File: src/design/fua_pkg.sv
// Package for the H.264 FU-A fragment planner.
// Holds the sequencer state type, the divider status struct and the fixed
// constants. No dependencies.
package fua_pkg;

  localparam int unsigned MtuW      = 11;
  localparam int unsigned SizeW     = 16;
  localparam int unsigned IdxW      = 6;
  localparam int unsigned DivNumW   = SizeW + 1;

  localparam logic [MtuW-1:0] MtuReset  = 11'd1200;
  localparam logic [MtuW-1:0] MtuMin    = 11'd1200;
  localparam logic [MtuW-1:0] MtuMax    = 11'd1500;
  localparam logic [MtuW-1:0] RtpHdrLen = 11'd12;

  localparam logic [7:0] NriMask   = 8'hE0;
  localparam logic [7:0] TypeMask  = 8'h1F;
  localparam logic [7:0] FuaType   = 8'd28;
  localparam logic [7:0] FuStartB  = 8'h80;
  localparam logic [7:0] FuEndB    = 8'h40;

  localparam logic PktSingle = 1'b0;
  localparam logic PktFua    = 1'b1;

  typedef enum logic [3:0] {
    ST_IDLE = 4'b0001,
    ST_DIV1 = 4'b0010,
    ST_DIV2 = 4'b0100,
    ST_EMIT = 4'b1000
  } state_e;

  typedef struct packed {
    logic busy;
    logic done;
  } div_stat_t;

endpackage

File: src/design/h264_fua_fragment_planner_core.sv
// Top level of the H.264 FU-A fragment planner: sequencer, output register.
// Depends on fua_pkg and fua_div.
//
//  channel | valid / flow          | payload
//  --------+-----------------------+--------------------------------------------
//  in      | in_valid_i/in_stall_o | nal_header_i nal_size_i frame_end_i
//  out     | out_valid_o/out_stall_i | kind offset length ind hdr idx marker last
//  cfg     | cfg_we_i              | cfg_wdata_i (mtu_bytes)
//
// A NAL no larger than the MTU goes straight to emit. A fragmented NAL
// makes two passes of the 17-step shared divider (fragment count, then
// slice length), then emits one fragment per cycle while the output is not
// stalled, and returns to idle before the next item is taken.
// Reset clears the sequencer and sets the MTU to 1200. The input is stalled
// while a NAL is in work; an output stall holds the sequencer in emit.
module h264_fua_fragment_planner_core
  import fua_pkg::*;
#(
  parameter int unsigned NumW = DivNumW
) (
  input  logic                 clk_i,
  input  logic                 rst_ni,
  input  logic                 cfg_we_i,
  input  logic [MtuW-1:0]      cfg_wdata_i,
  input  logic                 in_valid_i,
  output logic                 in_stall_o,
  input  logic [7:0]           nal_header_i,
  input  logic [SizeW-1:0]     nal_size_i,
  input  logic                 frame_end_i,
  output logic                 out_valid_o,
  input  logic                 out_stall_i,
  output logic                 packet_kind_o,
  output logic [SizeW-1:0]     payload_offset_o,
  output logic [SizeW-1:0]     payload_length_o,
  output logic [7:0]           fu_ind_o,
  output logic [7:0]           fu_hdr_o,
  output logic [IdxW-1:0]      fragment_index_o,
  output logic                 marker_o,
  output logic                 last_o
);

  state_e          state_q, state_d;
  logic [MtuW-1:0] mtu_q;
  logic [MtuW-1:0] mtu_eff;
  logic [MtuW-1:0] budget;

  logic [7:0]       hdr_q;
  logic [SizeW-1:0] size_q;
  logic             fend_q;
  logic             single_q;
  logic [IdxW-1:0]  n_q;
  logic [SizeW-1:0] slice_q;
  logic [IdxW-1:0]  idx_q;
  logic [SizeW-1:0] off_q;
  logic             div_start_q, div_start_d;

  logic             ov_q;
  logic             kind_q;
  logic [SizeW-1:0] oofs_q;
  logic [SizeW-1:0] olen_q;
  logic [7:0]       oind_q;
  logic [7:0]       ohdr_q;
  logic [IdxW-1:0]  oidx_q;
  logic             omark_q;
  logic             olast_q;

  logic             in_take;
  logic             slot_free;
  logic             emit;
  logic             final_frag;
  logic [SizeW-1:0] body_len;
  logic [NumW-1:0]  div_num;
  logic [MtuW-1:0]  div_den;
  div_stat_t        div_stat;
  logic [NumW-1:0]  div_quot;
  logic [7:0]       fh;

  always_comb begin
    mtu_eff = mtu_q;
    if (mtu_q < MtuMin) mtu_eff = MtuMin;
    if (mtu_q > MtuMax) mtu_eff = MtuMax;
  end
  assign budget   = mtu_eff - RtpHdrLen;
  assign body_len = size_q - SizeW'(1);

  assign in_stall_o = (state_q != ST_IDLE);
  assign in_take    = in_valid_i && (state_q == ST_IDLE);
  assign slot_free  = !ov_q || !out_stall_i;
  assign emit       = (state_q == ST_EMIT) && slot_free;
  assign final_frag = (idx_q == (n_q - IdxW'(1)));

  always_comb begin
    if (state_q == ST_DIV2) begin
      div_num = NumW'(body_len) + NumW'(n_q >> 1);
      div_den = MtuW'(n_q);
    end else begin
      div_num = NumW'(body_len) + NumW'(budget) - NumW'(1);
      div_den = budget;
    end
  end

  fua_div #(
    .NumW (NumW),
    .DenW (MtuW)
  ) u_div (
    .clk_i      (clk_i),
    .rst_ni     (rst_ni),
    .start_i    (div_start_q),
    .dividend_i (div_num),
    .divisor_i  (div_den),
    .stat_o     (div_stat),
    .quot_o     (div_quot)
  );

  always_comb begin
    state_d     = state_q;
    div_start_d = 1'b0;
    case (state_q)
      ST_IDLE: begin
        if (in_take) begin
          if ({5'd0, nal_size_i} <= 21'(mtu_eff)) begin
            state_d = ST_EMIT;
          end else begin
            state_d     = ST_DIV1;
            div_start_d = 1'b1;
          end
        end
      end
      ST_DIV1: begin
        if (div_stat.done) begin
          state_d     = ST_DIV2;
          div_start_d = 1'b1;
        end
      end
      ST_DIV2: begin
        if (div_stat.done) state_d = ST_EMIT;
      end
      ST_EMIT: begin
        if (emit && (single_q || final_frag)) state_d = ST_IDLE;
      end
      default: state_d = ST_IDLE;
    endcase
  end

  always_ff @(posedge clk_i or negedge rst_ni) begin
    if (!rst_ni) begin
      state_q     <= ST_IDLE;
      div_start_q <= 1'b0;
      mtu_q       <= MtuReset;
      ov_q        <= 1'b0;
    end else begin
      state_q     <= state_d;
      div_start_q <= div_start_d;
      if (cfg_we_i) mtu_q <= cfg_wdata_i;
      if (emit) ov_q <= 1'b1;
      else if (!out_stall_i) ov_q <= 1'b0;
    end
  end

  always_ff @(posedge clk_i) begin
    if (in_take) begin
      hdr_q    <= nal_header_i;
      size_q   <= nal_size_i;
      fend_q   <= frame_end_i;
      single_q <= ({5'd0, nal_size_i} <= 21'(mtu_eff));
      idx_q    <= '0;
      off_q    <= SizeW'(1);
    end
    if ((state_q == ST_DIV1) && div_stat.done) n_q <= div_quot[IdxW-1:0];
    if ((state_q == ST_DIV2) && div_stat.done) slice_q <= div_quot[SizeW-1:0];
    if (emit && !single_q) begin
      idx_q <= idx_q + IdxW'(1);
      off_q <= off_q + slice_q;
    end
  end

  always_comb begin
    fh = hdr_q & TypeMask;
    if (idx_q == '0) fh = fh | FuStartB;
    if (final_frag) fh = fh | FuEndB;
  end

  always_ff @(posedge clk_i) begin
    if (emit) begin
      if (single_q) begin
        kind_q  <= PktSingle;
        oofs_q  <= '0;
        olen_q  <= size_q;
        oind_q  <= '0;
        ohdr_q  <= '0;
        oidx_q  <= '0;
        omark_q <= fend_q;
        olast_q <= 1'b1;
      end else begin
        kind_q  <= PktFua;
        oofs_q  <= off_q;
        olen_q  <= final_frag ? (size_q - off_q) : slice_q;
        oind_q  <= (hdr_q & NriMask) | FuaType;
        ohdr_q  <= fh;
        oidx_q  <= idx_q;
        omark_q <= final_frag && fend_q;
        olast_q <= final_frag;
      end
    end
  end

  assign out_valid_o      = ov_q;
  assign packet_kind_o    = kind_q;
  assign payload_offset_o = oofs_q;
  assign payload_length_o = olen_q;
  assign fu_ind_o         = oind_q;
  assign fu_hdr_o         = ohdr_q;
  assign fragment_index_o = oidx_q;
  assign marker_o         = omark_q;
  assign last_o           = olast_q;

endmodule

File: src/design/fua_div.sv
// Restoring divider, one quotient bit per cycle through one subtractor.
// Depends on fua_pkg.
module fua_div
  import fua_pkg::*;
#(
  parameter int unsigned NumW = DivNumW,
  parameter int unsigned DenW = MtuW
) (
  input  logic            clk_i,
  input  logic            rst_ni,
  input  logic            start_i,
  input  logic [NumW-1:0] dividend_i,
  input  logic [DenW-1:0] divisor_i,
  output div_stat_t       stat_o,
  output logic [NumW-1:0] quot_o
);

  localparam int unsigned CntW = $clog2(NumW + 1);
  localparam logic [CntW-1:0] CntLoad = CntW'(NumW);
  localparam logic [CntW-1:0] CntOne  = CntW'(1);

  logic [DenW-1:0] rem_q, rem_d;
  logic [NumW-1:0] quo_q, quo_d;
  logic [CntW-1:0] cnt_q, cnt_d;
  logic            busy_q, busy_d;
  logic            done_q, done_d;
  logic [DenW:0]   trial;
  logic [DenW:0]   diff;
  logic            ge;

  assign trial = {rem_q, quo_q[NumW-1]};
  assign diff  = trial - {1'b0, divisor_i};
  assign ge    = (trial >= {1'b0, divisor_i});

  always_comb begin
    rem_d  = rem_q;
    quo_d  = quo_q;
    cnt_d  = cnt_q;
    busy_d = busy_q;
    done_d = 1'b0;
    if (start_i) begin
      rem_d  = '0;
      quo_d  = dividend_i;
      cnt_d  = CntLoad;
      busy_d = 1'b1;
    end else if (busy_q) begin
      rem_d = ge ? diff[DenW-1:0] : trial[DenW-1:0];
      quo_d = {quo_q[NumW-2:0], ge};
      cnt_d = cnt_q - CntOne;
      if (cnt_q == CntOne) begin
        busy_d = 1'b0;
        done_d = 1'b1;
      end
    end
  end

  always_ff @(posedge clk_i or negedge rst_ni) begin
    if (!rst_ni) begin
      busy_q <= 1'b0;
      done_q <= 1'b0;
      cnt_q  <= '0;
    end else begin
      busy_q <= busy_d;
      done_q <= done_d;
      cnt_q  <= cnt_d;
    end
  end

  always_ff @(posedge clk_i) begin
    rem_q <= rem_d;
    quo_q <= quo_d;
  end

  assign stat_o.busy = busy_q;
  assign stat_o.done = done_q;
  assign quot_o      = quo_q;

endmodule
File: config.mk
export PLATFORM = sky130hd
export DESIGN_NAME = h264_fua_fragment_planner_core
export DESIGN_NICKNAME = d
export VERILOG_FILES = /design/src/design/fua_pkg.sv /design/src/design/h264_fua_fragment_planner_core.sv /design/src/design/fua_div.sv
export SDC_FILE = /design/constraint.sdc
export NUM_CORES = 1
export LEC_CHECK = 0
export ABC_AREA = 1
export BUFFER_PORTS_ARGS = -buffer_cell sky130_fd_sc_hd__buf_4
export CAP_MARGIN = 20
export CORE_ASPECT_RATIO = 1.1
export CORE_UTILIZATION = 65
export CTS_CLUSTER_SIZE = 16
export DETAILED_ROUTE_END_ITERATION = 6
export PLACE_DENSITY = 0.86
export SLEW_MARGIN = 40
export SYNTH_ARGS = -nofsm -noshare
export SYNTH_HDL_FRONTEND = slang
export SYNTH_SLANG_ARGS = --single-unit
File: constraint.sdc
create_clock -name clk_i -period 9.72 [get_ports clk_i]
set_input_delay 0 -clock clk_i [delete_from_list [all_inputs] [get_ports clk_i]]
set_output_delay 0 -clock clk_i [all_outputs]
set_load 0.01 [all_outputs]
==> impl_metrics.ini, run 1 <==
[status]
status = finished clean

[clocking]
clkSinkCount = 173
cts_buffers = 17
clock_path_buffers = 2
ctsHoldBuffers = 58
cts_tree = done
cts_resized = 0
clockRootBuffer = clkbuf_16
post_cts_buffers = 0
clkTransAtPathRegs_ns = 0.09
htree_levels = 4
clk_latency_ns = 0.47

[critical_path]
crit_buf_inv = 3
reg2reg_from = mtu_q[5]
arrival_ns = 4.67
slowest_delay_ns = 0.61
start_kind = register
worstPathRequired_ns = 10.07
cp_slowest_cell = dfstp_2
r2r-end = u_div.rem_q[4]
cpMostUsedCell = nand2_1
crit_family = simple AND/OR/NAND/NOR gates
crit_type = reg -> reg
reg2reg_depth = 21
crit_chain = inv_1, o21ai_0, nand4_1, nand2_2, inv_1, o21ai_1, inv_1, o21ai_1, nand3_1, ha_1, nand2_1, nor2_1, nand2_1, o211ai_1, nand2_1, nand2_1, nand2_1, nand2_1, o21ai_0, o211ai_1, nand2_1
rrSetupSlack_ns = 5.40
end_kind = register
crit_path_max_fanout = 21

[grt]
antenna_found_initial = 0
track_usage = 0.352
grt_max_degree = 52
grt_pass1_vias = 9911
grt-ovfl-total = 0
grt_pass1_wl_um = 48500

[routing]
drcViolationCount = 0
postRouteAntennaNets = 0
first_pass_iters = 7
via_count = 10100
wl_per_cell_um = 17.4
drt_iter0_drc = 909
viasPerCell = 5.77
finalWirelength_um = 30400

[die]
io_pins = 100
fp.dieArea_um2 = 18100
rows = 50
die_x_um = 128
initial_core_util = 0.667
die_y_um = 141
core_um2 = 17100

[sta]
worst_pin_slew_ns = 0.796
fmax_ghz = 0.232
fin_crit_sh = 0.444
fin_hold_ws_ns = 0.0359
drv_slew = 0
setup_tns_ns = 0
rsz0062_at_grt = false
finalHoldViolations = 0
fin_crit_ns = 4.32
worst_clock_skew_ns = 0.0231
final-setup-viol-count = 0
slew_headroom = 0.469

[placed_design]
dp.final_hpwl_um = 21200
gp_congestion = 0.910
io_buffer_count = 96
place_inst = 1656

[pwr]
ir_drop_uv = 177
power_density_nw_per_um2 = 227
p_leak_nw = 6.29
intPower_w = 0.00178
combPwrFrac = 0.413
switchingPower_w = 0.00127
swShare = 0.417
clockPowerShare = 0.228
p_seq_frac = 0.359

[logic_synthesis]
yosys_warnings = 0
synth.area.top_cells = edfxtp_1 36%, ha_1 10%, nand2_1 9.7%
synth_top_area_cell = edfxtp_1
syn_inst = 1345
yosysUniqueCellTypes = 54
yosysSeqAreaShare = 0.436
synth_top_area_frac = 0.364
synth_edf_count = 138
synth_most_common_cell = nand2_1
syn_avg_cell_area_um2 = 8.47
ys.flop_type = edfxtp_1
ys_seq_elements = 173
ys_async_sr_fraction = 0.139
yosys-top-cells-count = 293 x nand2_1, 188 x inv_1, 138 x edfxtp_1
syn_area_um2 = 11400

[cells_and_area]
final_cells = 1746
antenna_cells = 0
nFillCells = 1063
syn_to_final_growth_pct = 18.6
drive_gt1_frac = 0.132
nets = 1639

[run]
drv_cap = 0

[hold_path]
hold_path.class = in -> async
## worst max-delay path by stage
stage                     startpoint               end  depth (start not counted)
after floorplan            mtu_q[10]  u_div.quot_o[15]                         22
after CTS                  mtu_q[10]    u_div.rem_q[4]                         21
after global placement     mtu_q[10]  u_div.quot_o[11]                         22
after detailed placement   mtu_q[10]    u_div.rem_q[4]                         21
final                       mtu_q[5]    u_div.rem_q[4]                         21
after global routing        mtu_q[5]    u_div.rem_q[4]                         21
## flip-flops by register name (all words and copies together) (netlist names), 4 cells and up
register          flops
fragment_index_o      6
size_q               16
u_div.rem_q          11
u_div.cnt_q           5
hdr_q                 8
mtu_q                11
n_q                   6
payload_offset_o     16
u_div.quot_o         17
fu_ind_o              4
idx_q                 6
fu_hdr_o              7
state_q               4
payload_length_o     16
off_q                16
slice_q              16
## cell type report
cell class / instances / area, µm² / share of cell area
multi-input cells: 954 / 5570 / 0.413
flip-flops and latches: 173 / 4970 / 0.368
clock inverters: 15 / 170 / 0.0126
inverters: 194 / 731 / 0.0541
well taps: 234 / 293 / 0.0217
repair buffers: 159 / 1340 / 0.0991
clock buffers: 17 / 425 / 0.0315
## cells by family (layout without fill, tap and decap cells)
logic type / after synthesis / after routing / synth area share
AO/OA/AOI/OAI: 225 / 225 / 0.112
XOR/XNOR: 33 / 33 / 0.0260
adder cells (fa/ha/maj): 99 / 99 / 0.112
buffers and inverters: 224 / 385 / 0.0775
flip-flops: 173 / 173 / 0.436
multiplexers: 3 / 3 / 0.00297
other: 2 / 8 / 0.000659
AND/OR/NAND/NOR: 586 / 586 / 0.233
## layout by cell type, fill, tap and decap left out, drive strengths merged, types with 11 or more instances in the layout
master       Yosys  routed
o211ai          14      14
ha              94      94
dfrtp           19      19
edfxtp         138     138
dfxtp           11      11
nor3            18      18
inv            194     201
nand2          310     310
nand3           91      91
buf             14     101
nand4           15      15
xnor2           13      13
clkbuf          16      17
or2             13      13
nor2           128     128
a21oi           94      94
xor2            20      20
dlygate4sd3      0      58
o21ai           75      75
## stage by stage
stage          setup WS (ns)  power, W  area (µm²)  utilization
2_1_floorplan           6.41   0.00199       11400            -
3_3_place_gp            5.92   0.00226       12300        0.721
3_5_place_dp            5.81   0.00230       12300        0.722
4_1_cts                 5.75   0.00300       13500        0.790
5_1_grt                 5.03   0.00325       13500        0.791
6_report                5.40   0.00306       13500        0.791
## layer usage
layer  wire length, µm  global-route usage
met3              2590              0.0748
met5                 0                   0
met2             14500               0.589
met4              1720               0.204
met1             11600               0.419
## power by group through the flow
| stage | registers [W] | clock network (W) | logic (W) |
|---|---|---|---|
| after CTS | 0.00109 | 0.000685 | 0.00123 |
| after floorplan | 0.00107 | 0 | 0.000922 |
| after detailed placement | 0.00110 | 0 | 0.00120 |
| after global routing | 0.00111 | 0.000720 | 0.00142 |
| final | 0.00110 | 0.000698 | 0.00126 |
| after global placement | 0.00110 | 0 | 0.00116 |
(Power assumes the default switching activity.)
==> run 2: changes to the inputs <==
- ABC_AREA: 1 -> 0
- CORE_UTILIZATION: 65 -> 61
- PLACE_DENSITY: 0.86 -> 0.81
- clock period: 9.72 -> 4.2 ns (I/O delays scaled with it)
==> run 2 against run 1 <==
Net effect: total power is 140% higher; worst hold slack better by 0.045 ns; maximum frequency is 5.5% higher; die area increased by 5.2%; sequential power rose by 140%; synthesized area decreased by 1.2%; largest power group unchanged.
==> impl_metrics.ini, run 2 <==
[status]
status = finished clean

[cells_and_area]
most-common-layout-cells = 138 x edfxtp_1, 121 x buf_4, 96 x inv_1
largest_register_ffs = 17
final_common_cell = edfxtp_1
antenna_cells = 0
fin_area_um2 = 13500
syn_to_final_growth_pct = 20.3
finish.utilization = 0.758
drive_gt1_frac = 0.156
nets = 1431

[sta]
worst_slack_ns = 0.107
slew_headroom = 0.469
fin_crit_sh = 0.974
setup_tns_ns = 0
fin_crit_ns = 4.09
fmax_ghz = 0.244
worst_pin_slew_ns = 0.797
final-setup-viol-count = 0
finalHoldViolations = 0
drv_slew = 0
rsz0062_at_grt = true
worst_clock_skew_ns = 0.0150
fin_hold_ws_ns = 0.0805

[die]
initial_core_util = 0.630
fp.dieArea_um2 = 19000
core_um2 = 17900
die_x_um = 132
rows = 51
io_pins = 100
die_y_um = 144

[critical_path]
worstPathRequired_ns = 4.38
reg2reg_from = mtu_q[0]
slowest_delay_ns = 0.46
cp_slowest_cell = dfrtp_2
crit_type = reg -> reg
startpoint = mtu_q[0]
start_kind = register
crit_path_max_fanout = 3
crit_chain = o2111ai_1, a21oi_2, buf_4, nor3b_1, nand2_1, ha_1, inv_1, ha_1, inv_1, fa_1, nand2b_1, a21oi_2, o22a_1, a22oi_2, o41ai_2, xnor2_1, o221ai_1
arrival_ns = 4.28
end_kind = register

[grt]
grt_max_degree = 59
grtUsageMet2 = 0.553
track_usage = 0.316
use_met1 = 0.362
antenna_found_initial = 0
use_met3 = 0.0435
gr-max-usage-layer = met2
grt_pass1_vias = 9260
grt_pass1_wl_um = 46400
grt-ovfl-total = 0

[logic_synthesis]
ys_async_sr_fraction = 0.139
yosys_warnings = 0
ys.flop_type = edfxtp_1
synth_edf_count = 138
synth_top_area_frac = 0.368
yosysUniqueCellTypes = 81
syn_avg_cell_area_um2 = 9.95
ys_seq_elements = 173
synth_top_area_cell = edfxtp_1
synth_most_common_cell = edfxtp_1
syn_inst = 1131
yosysSeqAreaShare = 0.442
syn_area_um2 = 11300
yosys-top-cells-count = 138 x edfxtp_1, 98 x inv_1, 95 x nor2_1
synth.area.top_cells = edfxtp_1 37%, ha_1 10%, dfrtp_1 4.2%

[pwr]
p_seq_frac = 0.354
swShare = 0.395
clockPowerShare = 0.219
p_leak_nw = 5.66
switchingPower_w = 0.00293
intPower_w = 0.00448
power_density_nw_per_um2 = 547
combPwrFrac = 0.427
ir_drop_uv = 464

[routing]
postRouteAntennaNets = 0
first_pass_iters = 5
finalWirelength_um = 29500
via_count = 9523
drcViolationCount = 0
drt_iter0_drc = 911
wl_per_cell_um = 19.1
viasPerCell = 6.18

[clocking]
cts_buffers = 17
cts_tree = done
clkSinkCount = 173
clk_latency_ns = 0.45
clkTransAtPathRegs_ns = 0.08
htree_levels = 4
clock_path_buffers = 2
clockRootBuffer = clkbuf_16

[run]
drv_cap = 0

[placed_design]
place_ws_ns = -0.103
gp_congestion = 0.919
io_buffer_count = 96
dp.final_hpwl_um = 19900
dpl_cell_area_um2 = 12300

[hold_path]
hold_path.class = in -> async
-- run 2: changes by cell type in the layout (fill, tap and decap cells not counted), sizes merged, moves of 28 or more --
| cell | delta |
|---|---|
| nor2 | -33 |
| a21oi | -39 |
| inv | -94 |
| nor2b | +28 |
| xnor2 | +39 |
| nand2 | -236 |
| nand3 | -56 |
-- run 2: worst paths after layout --
check	endpoint	slack, ns	depth (start not counted)
min reg2reg	slice_q[10]	0.45	0
min in group clk_i	hdr_q[1]	0.27	2
max reg2reg	u_div.quot_o[15]	0.11	17
min	mtu_q[4]	0.08	2
max	u_div.quot_o[15]	0.11	17
max in group asynchronous	mtu_q[0]	3.61	3
-- run 2: cell type report --
type,count,area [µm²]
tap,238,298
fill,1160,4330
multi-input combinational,823,5830
inverter,100,375
clock inverter,15,189
timing repair buffer,176,1450
clock buffer,17,425
sequential,173,4970
-- run 2: per-layer routing --
layer,part of all wire,wire (µm)
met1,0.38,11300
met2,0.49,14400
met3,0.072,2130
met4,0.054,1590
met5,0,0
-- run 2: cell families after synthesis --
logic type      synth area share
simple gates               0.162
compound gates             0.159
mux                       0.0197
buf+inv                   0.0497
other cells             0.000667
fa+ha+maj                  0.113
xor+xnor                  0.0537
flops                      0.442
-- run 2: repair_timing --
item | in CTS | in global routing
resized for setup | 3 | 17
buffers inserted | 0 | 1
cloned | 0 | 0
pin swaps | 0 | 2
endpoints found under the setup margin | 7 | 18
hold endpoints to repair | 65 | 0
hold buffers | 55 | 0
-- run 2: metrics by stage --
stage	cells	power, W
2_1_floorplan	1137	0.00483
3_3_place_gp	1454	0.00549
3_5_place_dp	1454	0.00559
4_1_cts	1541	0.00726
5_1_grt	1542	0.00784
6_report	1542	0.00741
-- run 2: power by group through the flow --
stage               sequential [W]  combinational [W]  clock [W]
CTS                        0.00260            0.00304    0.00162
finish                     0.00262            0.00317    0.00162
global placement           0.00262            0.00287          0
global route               0.00265            0.00350    0.00168
floorplan                  0.00250            0.00233          0
detailed placement         0.00263            0.00296          0
-- run 2: critical path, delay by kind of cell (launching register included) --
family                   cells  cell delay, ns
AO/OA/AOI/OAI                7            1.28
adder cells (fa/ha/maj)      3            0.93
AND/OR/NAND/NOR              3            0.69
flip-flops                   1            0.46
buffers and inverters        3            0.29
XOR/XNOR                     1            0.17
==> run 3: changes to the inputs <==
- CORE_UTILIZATION: 61 -> 25
- GPL_TIMING_DRIVEN: unset -> 0
- PLACE_DENSITY: 0.81 -> unset
==> run 3 against run 2 <==
Net effect: the run now ends with DRC left; sequential power barely moved; first-iteration DRC count is 42% lower; critical path depth is 1 lower; clock skew shrank 0.0037 ns; largest cell class unchanged.
==> impl_metrics.ini, run 3 (synthesis results as in run 2) <==
[hold_path]
hold_path.class = in -> async

[critical_path]
crit_type = reg -> reg
rrSetupSlack_ns = 0.05
start_kind = register
crit_path_max_fanout = 6
reg2reg_from = mtu_q[5]
arrival_ns = 4.31
reg2reg_depth = 16
worstPathRequired_ns = 4.36
end_kind = register
r2r-end = u_div.quot_o[14]

[placed_design]
gp_congestion = 0.842
io_buffer_count = 95
dp.final_hpwl_um = 24000
dpl_cell_area_um2 = 12700

[routing]
via_count = 9215
drt_iter0_drc = 526
first_pass_iters = 7
wl_per_cell_um = 16.6
postRouteAntennaNets = 0
drcViolationCount = 1
finalWirelength_um = 31700
viasPerCell = 4.83

[cells_and_area]
nets = 1455
fin_area_um2 = 14200
final_common_cell = edfxtp_1
largest_register_ffs = 17
drive_gt1_frac = 0.172
antenna_cells = 0
syn_to_final_growth_pct = 25.9
most-common-layout-cells = 138 x edfxtp_1, 122 x buf_4, 94 x nor2_1

[status]
status = complete, but fails checks
violations = DRC

[die]
rows = 81
die_y_um = 225
fp.dieArea_um2 = 45900
initial_core_util = 0.254
die_x_um = 204
core_um2 = 44400
io_pins = 100

[sta]
rsz0062_at_grt = true
final-setup-viol-count = 0
worst_pin_slew_ns = 0.742
drv_slew = 0
worst_clock_skew_ns = 0.0113
slew_headroom = 0.505
finalHoldViolations = 0
fin_crit_sh = 0.988
setup_tns_ns = 0
fin_hold_ws_ns = 0.0810
fmax_ghz = 0.241
fin_crit_ns = 4.15

[clocking]
htree_levels = 4
clock_path_buffers = 2
clockRootBuffer = clkbuf_16
clkSinkCount = 173
clk_latency_ns = 0.45
cts_buffers = 17
clkTransAtPathRegs_ns = 0.08
cts_tree = done

[pwr]
power_density_nw_per_um2 = 535
ir_drop_uv = 323
p_leak_nw = 5.71

[grt]
antenna_found_initial = 0
grt_max_degree = 46
grt_pass1_wl_um = 49500
grt_pass1_vias = 9286
grt-ovfl-total = 0
track_usage = 0.140

[run]
drv_cap = 0
-- run 3: layout make-up --
type / count / area [µm²]
Inverter: 100 / 380
Clock buffer: 18 / 429
Clock inverter: 14 / 179
Sequential cell: 173 / 4970
Tap cell: 581 / 727
Multi-Input combinational cell: 823 / 5960
Timing Repair Buffer: 162 / 1340
Fill cell: 4526 / 30200
Buffer: 38 / 175
-- run 3: worst max path at each step --
stage | end | depth (start not counted) | slack, ns | from
2_1_floorplan | u_div.rem_q[0] | 16 | 0.22 | mtu_q[6]
3_3_place_gp | u_div.rem_q[4] | 17 | -0.75 | mtu_q[0]
3_5_place_dp | u_div.rem_q[3] | 17 | -0.81 | mtu_q[0]
4_1_cts | u_div.quot_o[13] | 21 | -0.002 | mtu_q[4]
5_1_grt | u_div.quot_o[14] | 16 | -0.06 | mtu_q[4]
6_report | u_div.quot_o[14] | 16 | 0.05 | mtu_q[5]
-- run 3: what timing repair did --
item	4_1_cts	5_1_grt
buffers inserted	9	12
hold buffers	45	0
pin swaps	6	15
setup endpoints to repair	21	19
hold endpoints to repair	65	0
resized for setup	22	29
gates cloned	0	0
-- run 3: metrics by stage --
step / util / setup WS [ns] / power, W / instances
after CTS: 0.314 / -0.00159 / 0.00746 / 1898
after global routing: 0.319 / -0.0577 / 0.00807 / 1909
after detailed placement: 0.287 / -0.805 / 0.00567 / 1814
after floorplan: - / 0.220 / 0.00483 / 1137
final: 0.319 / 0.0492 / 0.00758 / 1909
after global placement: 0.286 / -0.753 / 0.00558 / 1813
-- run 3: worst max-delay path, stage by stage (launching register included) --
cell      delay (ns)
dfstp_2         0.57
a21o_1          0.15
buf_4           0.11
a21oi_2         0.07
nor4b_4         0.45
nand4_1         0.18
xnor2_1         0.38
ha_1            0.30
inv_1           0.09
ha_4            0.23
and2_1          0.18
a221o_1         0.33
a211oi_1        0.21
a21oi_1         0.14
o21ai_1         0.18
xnor2_1         0.15
o221ai_1        0.14
-- run 3: metal layers --
metal	track usage	up-vias	share of wire
li1	-	4485	-
met1	0.153	4454	0.40
met2	0.255	222	0.51
met3	0.0191	54	0.034
met4	0.0809	0	0.049
met5	0	-	0
-- run 3: report_power, final --
group / switching, W / internal, W / total [W] / leakage, nW
Clock: 0.000764 / 0.000905 / 0.00167 / 0.295
Sequential: 0.000291 / 0.00230 / 0.00259 / 1.67
Combinational: 0.00190 / 0.00142 / 0.00332 / 3.75
Total: 0.00295 / 0.00463 / 0.00758 / 5.71
